### config.mk
export PLATFORM = sky130hd
export DESIGN_NAME = motor_feedback_decoder_multiturn_top
export DESIGN_NICKNAME = d
export VERILOG_FILES = /design/src/design/mfd_pkg.sv /design/src/design/motor_feedback_decoder_multiturn_top.sv
export SDC_FILE = /design/constraint.sdc
export NUM_CORES = 2
export LEC_CHECK = 0
export BUFFER_PORTS_ARGS = -buffer_cell sky130_fd_sc_hd__buf_4
export CORE_MARGIN = 2
export CORE_UTILIZATION = 60
export CTS_CLUSTER_DIAMETER = 120
export CTS_CLUSTER_SIZE = 30
export DETAILED_ROUTE_END_ITERATION = 10
export PLACE_DENSITY = 0.84
export SLEW_MARGIN = 20
export SYNTH_ARGS = -nofsm -noshare
export SYNTH_HDL_FRONTEND = slang
export SYNTH_SLANG_ARGS = --single-unit
### constraint.sdc
create_clock -name clk -period 19.6 [get_ports clk]
set_input_delay 3.92 -clock clk [delete_from_list [all_inputs] [get_ports clk]]
set_output_delay 3.92 -clock clk [all_outputs]
set_load 0.005 [all_outputs]
### src/design/mfd_pkg.sv
// Package with shared constants and types for the motor feedback decoder.
package mfd_pkg;
  localparam int NumMotorsDef = 4;
  localparam int IdW = 11;
  localparam int CfgIdxW = 3;
  localparam int CfgDataW = 44;
  localparam logic signed [33:0] TurnJump = 34'sd393216;
  localparam logic [3:0] FaultFirst = 4'h8;
  localparam logic [3:0] FaultLast = 4'hE;
  localparam int PosBits = 16;
  localparam int VtBits = 12;

  localparam logic [CfgIdxW-1:0] RegIds = 3'd0;
  localparam logic [CfgIdxW-1:0] RegCount = 3'd1;
  localparam logic [CfgIdxW-1:0] RegPosMin = 3'd2;
  localparam logic [CfgIdxW-1:0] RegPosMax = 3'd3;
  localparam logic [CfgIdxW-1:0] RegVelMin = 3'd4;
  localparam logic [CfgIdxW-1:0] RegVelMax = 3'd5;
  localparam logic [CfgIdxW-1:0] RegTqMin = 3'd6;
  localparam logic [CfgIdxW-1:0] RegTqMax = 3'd7;

  typedef enum logic [2:0] {
    S_IDLE, S_MATCH, S_MUL, S_DIV, S_TURN, S_OUT
  } state_t;
endpackage

### src/design/motor_feedback_decoder_multiturn_top.sv
// Top level of the motor feedback decoder with multi-turn tracking.
//
// Usage: a received CAN feedback frame enters on the s_axis channel, with
// tdata holding the 11-bit identifier in the low bits and the 64 payload
// bits above it. The identifier is compared against the configured table
// of motor ids; a frame that matches no entry in use is dropped with no
// result. A matching frame yields one result request on m_axis with the
// scaled position, velocity and torque, the temperature bytes, the turn
// count, the multi-turn position and the fault code.
// Each frame is processed one at a time. The three scalings run one after
// another through a single bit-serial shift-add multiplier (one product
// bit per cycle) and a restoring divider (one quotient bit per cycle).
// A matching frame first tests the table entries in order up to the hit,
// then runs the multiply and the divide for the position, then for the
// velocity and the torque, and finally updates the turn count; a dropped
// frame frees the input once every table entry in use has been tested.
// The result sits in an output register; while the receiver stalls, the
// block holds that result and takes no new frame.
// Reset (synchronous, rst high) clears the registers to their reset
// values, the turn counts and the remembered positions of every motor.
// Configuration is written through cfg_we/cfg_index/cfg_data while idle.
module motor_feedback_decoder_multiturn_top #(
  parameter int NUM_MOTORS = mfd_pkg::NumMotorsDef
) (
  input  logic         clk,
  input  logic         rst,
  input  logic         s_axis_tvalid,
  output logic         s_axis_tready,
  // bits: frame_id[10:0], payload[74:11], zero fill [79:75]
  input  logic [79:0]  s_axis_tdata,
  output logic         m_axis_tvalid,
  input  logic         m_axis_tready,
  // bits: motor_index[1:0], position[33:2], velocity[65:34], torque[97:66],
  // mos_temp[105:98], rotor_temp[113:106], turn_count[129:114],
  // multi_turn_position[177:130], fault[180:178], zero fill [183:181]
  output logic [183:0] m_axis_tdata,
  input  logic         cfg_we,
  input  logic [mfd_pkg::CfgIdxW-1:0]  cfg_index,
  input  logic [mfd_pkg::CfgDataW-1:0] cfg_data
);
  localparam int IdxW = (NUM_MOTORS > 1) ? $clog2(NUM_MOTORS) : 1;

  // Configuration registers.
  logic [43:0] motor_ids;
  logic [2:0]  motor_count;
  logic signed [31:0] lim_min [3];
  logic signed [31:0] lim_max [3];

  always_ff @(posedge clk) begin
    if (rst) begin
      motor_ids <= '0;
      motor_count <= '0;
      lim_min[0] <= -32'sd819200;  lim_max[0] <= 32'sd819200;
      lim_min[1] <= -32'sd1966080; lim_max[1] <= 32'sd1966080;
      lim_min[2] <= -32'sd655360;  lim_max[2] <= 32'sd655360;
    end else if (cfg_we) begin
      unique case (cfg_index)
        mfd_pkg::RegIds:    motor_ids <= cfg_data;
        mfd_pkg::RegCount:  motor_count <= cfg_data[2:0];
        mfd_pkg::RegPosMin: lim_min[0] <= cfg_data[31:0];
        mfd_pkg::RegPosMax: lim_max[0] <= cfg_data[31:0];
        mfd_pkg::RegVelMin: lim_min[1] <= cfg_data[31:0];
        mfd_pkg::RegVelMax: lim_max[1] <= cfg_data[31:0];
        mfd_pkg::RegTqMin:  lim_min[2] <= cfg_data[31:0];
        mfd_pkg::RegTqMax:  lim_max[2] <= cfg_data[31:0];
        default: ;
      endcase
    end
  end

  // Per-motor state.
  logic signed [31:0] prev_pos [NUM_MOTORS];
  logic signed [15:0] turns [NUM_MOTORS];

  mfd_pkg::state_t state, state_next;
  logic [mfd_pkg::IdW-1:0] frame_id;
  logic [63:0] payload;
  logic [1:0]  ch;         // which field is being scaled
  logic [2:0]  scan;       // table entry under test
  logic [IdxW-1:0] hit;
  logic [5:0]  cnt;
  logic [16:0] mcand;      // multiplier bits, shifted out LSB first
  logic [32:0] span_mag;
  logic        neg;
  logic [48:0] acc;        // product magnitude
  logic [16:0] rem;
  logic [48:0] quo;
  logic signed [31:0] res [3];
  logic signed [15:0] t_out;
  logic signed [47:0] multi;
  logic [2:0]  fault;

  logic [2:0] used;
  assign used = (motor_count > 3'(NUM_MOTORS)) ? 3'(NUM_MOTORS) : motor_count;

  logic [mfd_pkg::IdW-1:0] cur_id;
  assign cur_id = motor_ids[11*scan[1:0] +: 11];

  logic [15:0] code;
  always_comb begin
    case (ch)
      2'd0: code = payload[55:40];
      2'd1: code = {4'd0, payload[39:28]};
      default: code = {4'd0, payload[27:16]};
    endcase
  end
  logic [16:0] divisor;
  assign divisor = (ch == 2'd0) ? 17'd65535 : 17'd4095;
  logic [5:0] mul_len;
  assign mul_len = (ch == 2'd0) ? 6'd16 : 6'd12;

  logic signed [32:0] span;
  assign span = 33'(lim_max[ch]) - 33'(lim_min[ch]);

  // One restoring division step.
  logic [17:0] trial;
  assign trial = {rem, quo[48]} - {1'b0, divisor};
  logic signed [33:0] sum;
  assign sum = 34'(lim_min[ch]) + (neg ? -34'(signed'({1'b0, quo[32:0]}))
                                        : 34'(signed'({1'b0, quo[32:0]})));
  logic signed [31:0] clamped;
  assign clamped = (sum > 34'sd2147483647) ? 32'h7fffffff :
                   (sum < -34'sd2147483648) ? 32'h80000000 : sum[31:0];

  logic signed [33:0] diff;
  assign diff = 34'(prev_pos[hit]) - 34'(res[0]);

  // Turn count after this frame, saturating at the 16-bit range.
  logic signed [15:0] turn_next;
  always_comb begin
    turn_next = turns[hit];
    if (diff > mfd_pkg::TurnJump && turns[hit] != 16'sh7fff)
      turn_next = turns[hit] + 16'sd1;
    else if (diff < -mfd_pkg::TurnJump && turns[hit] != 16'sh8000)
      turn_next = turns[hit] - 16'sd1;
  end

  logic fire_in;
  assign fire_in = s_axis_tvalid && s_axis_tready;
  assign s_axis_tready = (state == mfd_pkg::S_IDLE);
  assign m_axis_tvalid = (state == mfd_pkg::S_OUT);

  always_comb begin
    state_next = state;
    unique case (state)
      mfd_pkg::S_IDLE: if (fire_in) state_next = mfd_pkg::S_MATCH;
      mfd_pkg::S_MATCH:
        if (scan >= used) state_next = mfd_pkg::S_IDLE;
        else if (cur_id == frame_id) state_next = mfd_pkg::S_MUL;
      mfd_pkg::S_MUL: if (cnt == mul_len) state_next = mfd_pkg::S_DIV;
      mfd_pkg::S_DIV: if (cnt == 6'd49) state_next =
          (ch == 2'd2) ? mfd_pkg::S_TURN : mfd_pkg::S_MUL;
      mfd_pkg::S_TURN: state_next = mfd_pkg::S_OUT;
      mfd_pkg::S_OUT: if (m_axis_tready) state_next = mfd_pkg::S_IDLE;
      default: state_next = mfd_pkg::S_IDLE;
    endcase
  end

  always_ff @(posedge clk) begin
    if (rst) state <= mfd_pkg::S_IDLE;
    else state <= state_next;
  end

  always_ff @(posedge clk) begin
    if (rst) begin
      for (int k = 0; k < NUM_MOTORS; k++) begin
        prev_pos[k] <= '0;
        turns[k] <= '0;
      end
      cnt <= '0;
      ch <= '0;
      scan <= '0;
    end else begin
      unique case (state)
        mfd_pkg::S_IDLE: if (fire_in) begin
          frame_id <= s_axis_tdata[10:0];
          payload <= s_axis_tdata[74:11];
          scan <= '0;
          ch <= '0;
          cnt <= '0;
          acc <= '0;
        end
        mfd_pkg::S_MATCH: begin
          if (scan < used && cur_id == frame_id) begin
            hit <= IdxW'(scan);
            mcand <= {1'b0, code};
            span_mag <= span[32] ? 33'(-span) : 33'(span);
            neg <= span[32] && (code != 16'd0);
            acc <= '0;
            cnt <= '0;
          end
          scan <= scan + 3'd1;
        end
        mfd_pkg::S_MUL: begin
          if (cnt == mul_len) begin
            rem <= '0;
            quo <= acc + 49'(divisor[16:1]);  // dividend with rounding bias d/2
            acc <= '0;
            cnt <= '0;
          end else begin
            if (mcand[0]) acc <= acc + (49'(span_mag) << cnt);
            mcand <= mcand >> 1;
            cnt <= cnt + 6'd1;
          end
        end
        mfd_pkg::S_DIV: begin
          if (cnt == 6'd49) begin
            res[ch] <= clamped;
            ch <= ch + 2'd1;
            cnt <= '0;
            acc <= '0;
            mcand <= {1'b0, (ch == 2'd0) ? {4'd0, payload[39:28]}
                                         : {4'd0, payload[27:16]}};
            span_mag <= (34'(lim_max[ch+2'd1]) - 34'(lim_min[ch+2'd1])) < 0
                ? 33'(34'(lim_min[ch+2'd1]) - 34'(lim_max[ch+2'd1]))
                : 33'(34'(lim_max[ch+2'd1]) - 34'(lim_min[ch+2'd1]));
            neg <= ((34'(lim_max[ch+2'd1]) - 34'(lim_min[ch+2'd1])) < 0) &&
                   (((ch == 2'd0) ? payload[39:28] : payload[27:16]) != 12'd0);
          end else begin
            if (!trial[17]) begin
              rem <= trial[16:0];
              quo <= {quo[47:0], 1'b1};
            end else begin
              rem <= {rem[15:0], quo[48]};
              quo <= {quo[47:0], 1'b0};
            end
            cnt <= cnt + 6'd1;
          end
        end
        mfd_pkg::S_TURN: begin
          t_out <= turn_next;
          turns[hit] <= turn_next;
          prev_pos[hit] <= res[0];
        end
        default: ;
      endcase
    end
  end

  // The divider streams the 49 dividend bits MSB first while the quotient
  // bits shift into quo from the bottom, so quo holds the dividend during
  // division and the quotient after.
  always_comb begin
    multi = 48'(t_out) * 48'sd1638400 + 48'(res[0]);
  end

  always_comb begin
    fault = (payload[63:60] >= mfd_pkg::FaultFirst &&
             payload[63:60] <= mfd_pkg::FaultLast)
            ? 3'(payload[63:60] - mfd_pkg::FaultFirst + 4'd1) : 3'd0;
  end

  assign m_axis_tdata = {3'd0, fault, multi, t_out, payload[7:0], payload[15:8],
                         res[2], res[1], res[0], 2'(hit)};
endmodule

==> results by group <==
Run status
  – Status: complete, no violations

Synthesis
  – Yosys cell types: 94
  – Simple-gate share of the synthesized area: 15.4%
  – Synth Area in Compound Gates: 16.0%
  – YS warnings: 0
  – Syn Area/Cell: 9.85 sq um
  – Post-synthesis xor/xnor area fraction: 4.77%
  – Post-synth EDFFs: 734
  – Multiplexer share of the synthesized area: 7.35%
  – Synthesized area: 0.0534 sq mm
  – Syn Inst Count: 5,421
  – Largest family of logic cells by synthesized area: compound AO/OA/AOI/OAI gates
  – Adder-cell share of the synthesized area: 8.01%
  – Synth Register Bits: 799
  – Sequential area share after synthesis: 43.7%
  – Ys flop type: edfxtp_1
  – Ys async rst share: 0%

Worst setup path
  – Critical path's top delay family: compound AO/OA/AOI/OAI gates
  – CP Data Required Time: 15.68 ns
  – CP cell instances: ha_1, inv_1, fa_1, inv_1, ha_1, ha_1, a21o_1, a21oi_1, o21ai_0, a21oi_1, nand2b_1, a21boi_0, o31a_1, o41ai_1, o21bai_1, a211oi_1, nor2_1, ha_1, nand2_1, o311ai_0, nand2_1, a221o_1, buf_4
  – Crit path buf inv count: 3
  – Crit path DAT: 6.58 ns
  – Top cell by count, worst path: ha_1
  – Crit start category: flip-flop
  – WS Path Type: reg -> out
  – CP max FO: 10
  – Worst path slowest cell: a221o_1
  – CP endpoint kind: output pin
  – Max incr delay on CP: 0.53 ns

Timing
  – Final setup vio count: 0
  – Worst-Margin Slew: 1.11 ns
  – Setup WS post-layout: 9.10 ns
  – Final TNS setup: 0 ns
  – Max Slew Vio Count: 0
  – Fin. Hold Viols: 0
  – Final Skew: 0.0426 ns
  – RSZ-0062 raised after global routing: false
  – Relative slew margins: 26.3%
  – Period utilization: 53.6%
  – FMAX: 95.3 MHz
  – Final min period: 10.50 ns

CTS
  – Postcts setup bufs: 0
  – Clock slew at reported path FFs: 0.11 ns
  – Longest Clk Path Bufs: 3
  – CTS buffer count: 34
  – Clock Latency Late Sink: 0.63 ns
  – Post-cts sizing count: 0
  – Hold buffer count at cts: 0
  – CTS tree: done
  – H-tree lvl count: 2
  – Clk root buf: clkbuf_16
  – Clk sinks: 799

Global routing
  – GRT met3 Usage: 3.73%
  – Met2 Use GR: 56.5%
  – Met1 Use GR: 37.7%
  – Pin count of the biggest net entering global routing: 91
  – Initial antenna violation count: 0
  – Vias in the first global route: 40,800
  – Global-route wire length before repair: 223,000 um
  – GRT Total Usage: 31.1%
  – Grt total ovfl: 0
  – Top Usage Layer GRT: met2

Hold path
  – Hold Path Class: reg -> reg

Die
  – Chip Height: 302 um
  – Die width: 302 um
  – Row count: 109
  – Core ar.: 0.0882 sq mm
  – Initial core utilization: 60.5%
  – Io pins: 318
  – Die Footprint: 0.0914 sq mm

Flow run
  – Max Cap Viol: 0

Final layout
  – Final Util: 65.1%
  – Area grow syn2layout: 7.60%
  – Fillers: 6,929
  – Final Net Count: 5,973
  – Layout cells sized above 1: 10.5%

Placed design
  – DP Worst Slack: 9.77 ns
  – HPWL Detailed: 108,000 um
  – Placer Congestion: 0.991
  – I/O Buffers: 305

Detailed routing
  – Detailed Routing Iterations Pass 1: 8
  – Vias: 42,400
  – DR WL/cell: 21.6 um
  – Final wirelength: 145,000 um
  – DRC viols: 0
  – Drt first-iter violations: 3,794
  – Via density: 6.32
  – Post-detailed-route count of antenna-violating nets: 0

Power
  – Max VDD drop: 0.0695 mV
  – PD cells: 66.8 mW/mm^2
  – Lkg Pwr: 21.8 nW
Yosys cell counts, types with 29 or more instances:
master / number / area, sq um
o21bai_1: 34 / 255
o21a_1: 149 / 1120
nand3_1: 74 / 370
o21ai_0: 289 / 1450
a31oi_1: 43 / 269
clkbuf_1: 213 / 800
nand2b_1: 44 / 275
nand2_1: 542 / 2030
and3_1: 38 / 238
mux2i_1: 196 / 1960
xor2_1: 109 / 955
buf_4: 46 / 345
nand4_1: 60 / 375
a21o_1: 120 / 901
buf_1: 34 / 128
or3_1: 56 / 350
dfxtp_1: 65 / 1300
ha_1: 308 / 3850
mux4_2: 79 / 1780
nor4_1: 29 / 181
nor2b_1: 38 / 238
nor2_1: 522 / 1960
a211oi_1: 51 / 383
xnor2_1: 182 / 1590
a21oi_1: 393 / 1970
and2_1: 83 / 519
inv_1: 312 / 1170
edfxtp_1: 734 / 22000
nor3_1: 129 / 646
cell families after synthesis:
group | Yosys count
fa+ha+maj | 329
mux | 291
flops | 799
buf+inv | 618
compound gates | 1350
xor+xnor | 291
other cells | 1
simple gates | 1742
final timing paths:
path	startpoint	to	slack, ns	cells after the start
worst max register to register	ch[0]	span_mag[29]	12.07	18
worst max-delay path	t_out[2]	m_axis_tdata[175]	9.10	23
worst min-delay path	motor_ids[24]	motor_ids[24]	0.46	2
worst min register to register	motor_ids[24]	motor_ids[24]	0.46	2
per-stage QoR:
stage | cells | power (mW) | instance area [sq um] | hold slack, ns
global placement | 6641 | 2.92 | 56400 | 0.439
floorplan | 5423 | 2.69 | 53400 | 0.433
CTS | 6697 | 3.82 | 57400 | 0.462
global route | 6697 | 3.98 | 57400 | 0.479
detailed placement | 6641 | 2.94 | 56400 | 0.447
finish | 6698 | 3.84 | 57400 | 0.462
layout make-up:
| class | instances | area [sq um] | share of cell area, % |
|---|---|---|---|
| inverters | 315 | 1180 | 2.06 |
| repair buffers | 356 | 2670 | 4.65 |
| well taps | 1165 | 1460 | 2.54 |
| multi-input cells | 4006 | 27700 | 48.2 |
| flip-flops and latches | 799 | 23400 | 40.7 |
| clock inverters | 7 | 108 | 0.187 |
| diodes | 1 | 2.50 | 0.00436 |
| clock buffers | 49 | 950 | 1.65 |
worst register-to-register path, cell delays in order, from the launching register on:
cell       delay (ns)
dfxtp_4          0.68
inv_1            0.18
ha_4             0.60
buf_4            0.81
o21a_1           0.30
inv_1            0.06
ha_1             0.41
a21oi_1          0.23
o21ai_0          0.18
a2111oi_0        0.83
o221ai_1         0.60
a31oi_4          0.29
buf_4            0.53
mux2i_1          0.45
a21oi_1          0.18
o21a_1           0.25
o41a_1           0.37
xor2_1           0.19
mux2i_1          0.13
cell usage in the layout, fill, tap and decap left out, drive strengths merged, types with 25 or more instances in the layout:
cell	n
inv	320
or3	58
o21bai	34
o31ai	27
and2	83
a21o	120
edfxtp	734
nor2b	38
xor2	109
nand3	74
or2	25
nand2	542
dfxtp	65
a211oi	52
nor2	522
clkbuf	49
nand2b	44
mux4	79
nor4	30
xnor2	182
ha	308
and3	38
nand4	60
nor3b	27
o21ai	314
a31oi	43
a21oi	393
buf	356
mux2i	196
nor3	133
o21a	149
power breakdown:
part           total (mW)  internal (mW)  switching (mW)  leakage [nW]
Combinational       0.892          0.337           0.555          13.8
Sequential           2.03           1.98          0.0540          7.43
Clock               0.911          0.367           0.544         0.512
Total                3.84           2.68            1.15          21.8
registers in the layout, indices dropped and copies added, names as in the netlist, 17 cells and up, named ones only:
signal / flops
prev_pos: 128
lim_max: 96
lim_min: 96
res: 96
turns: 64
payload: 60
acc: 49
quo: 49
motor_ids: 44
span_mag: 33
rem: 17
layer usage:
metal / vias up / wire length [um]
met2: 1591 / 73700
met4: 0 / 5600
met1: 20600 / 55700
li1: 19900 / -
met3: 287 / 9540
met5: - / 0
Power figures use the tool's default switching activity.
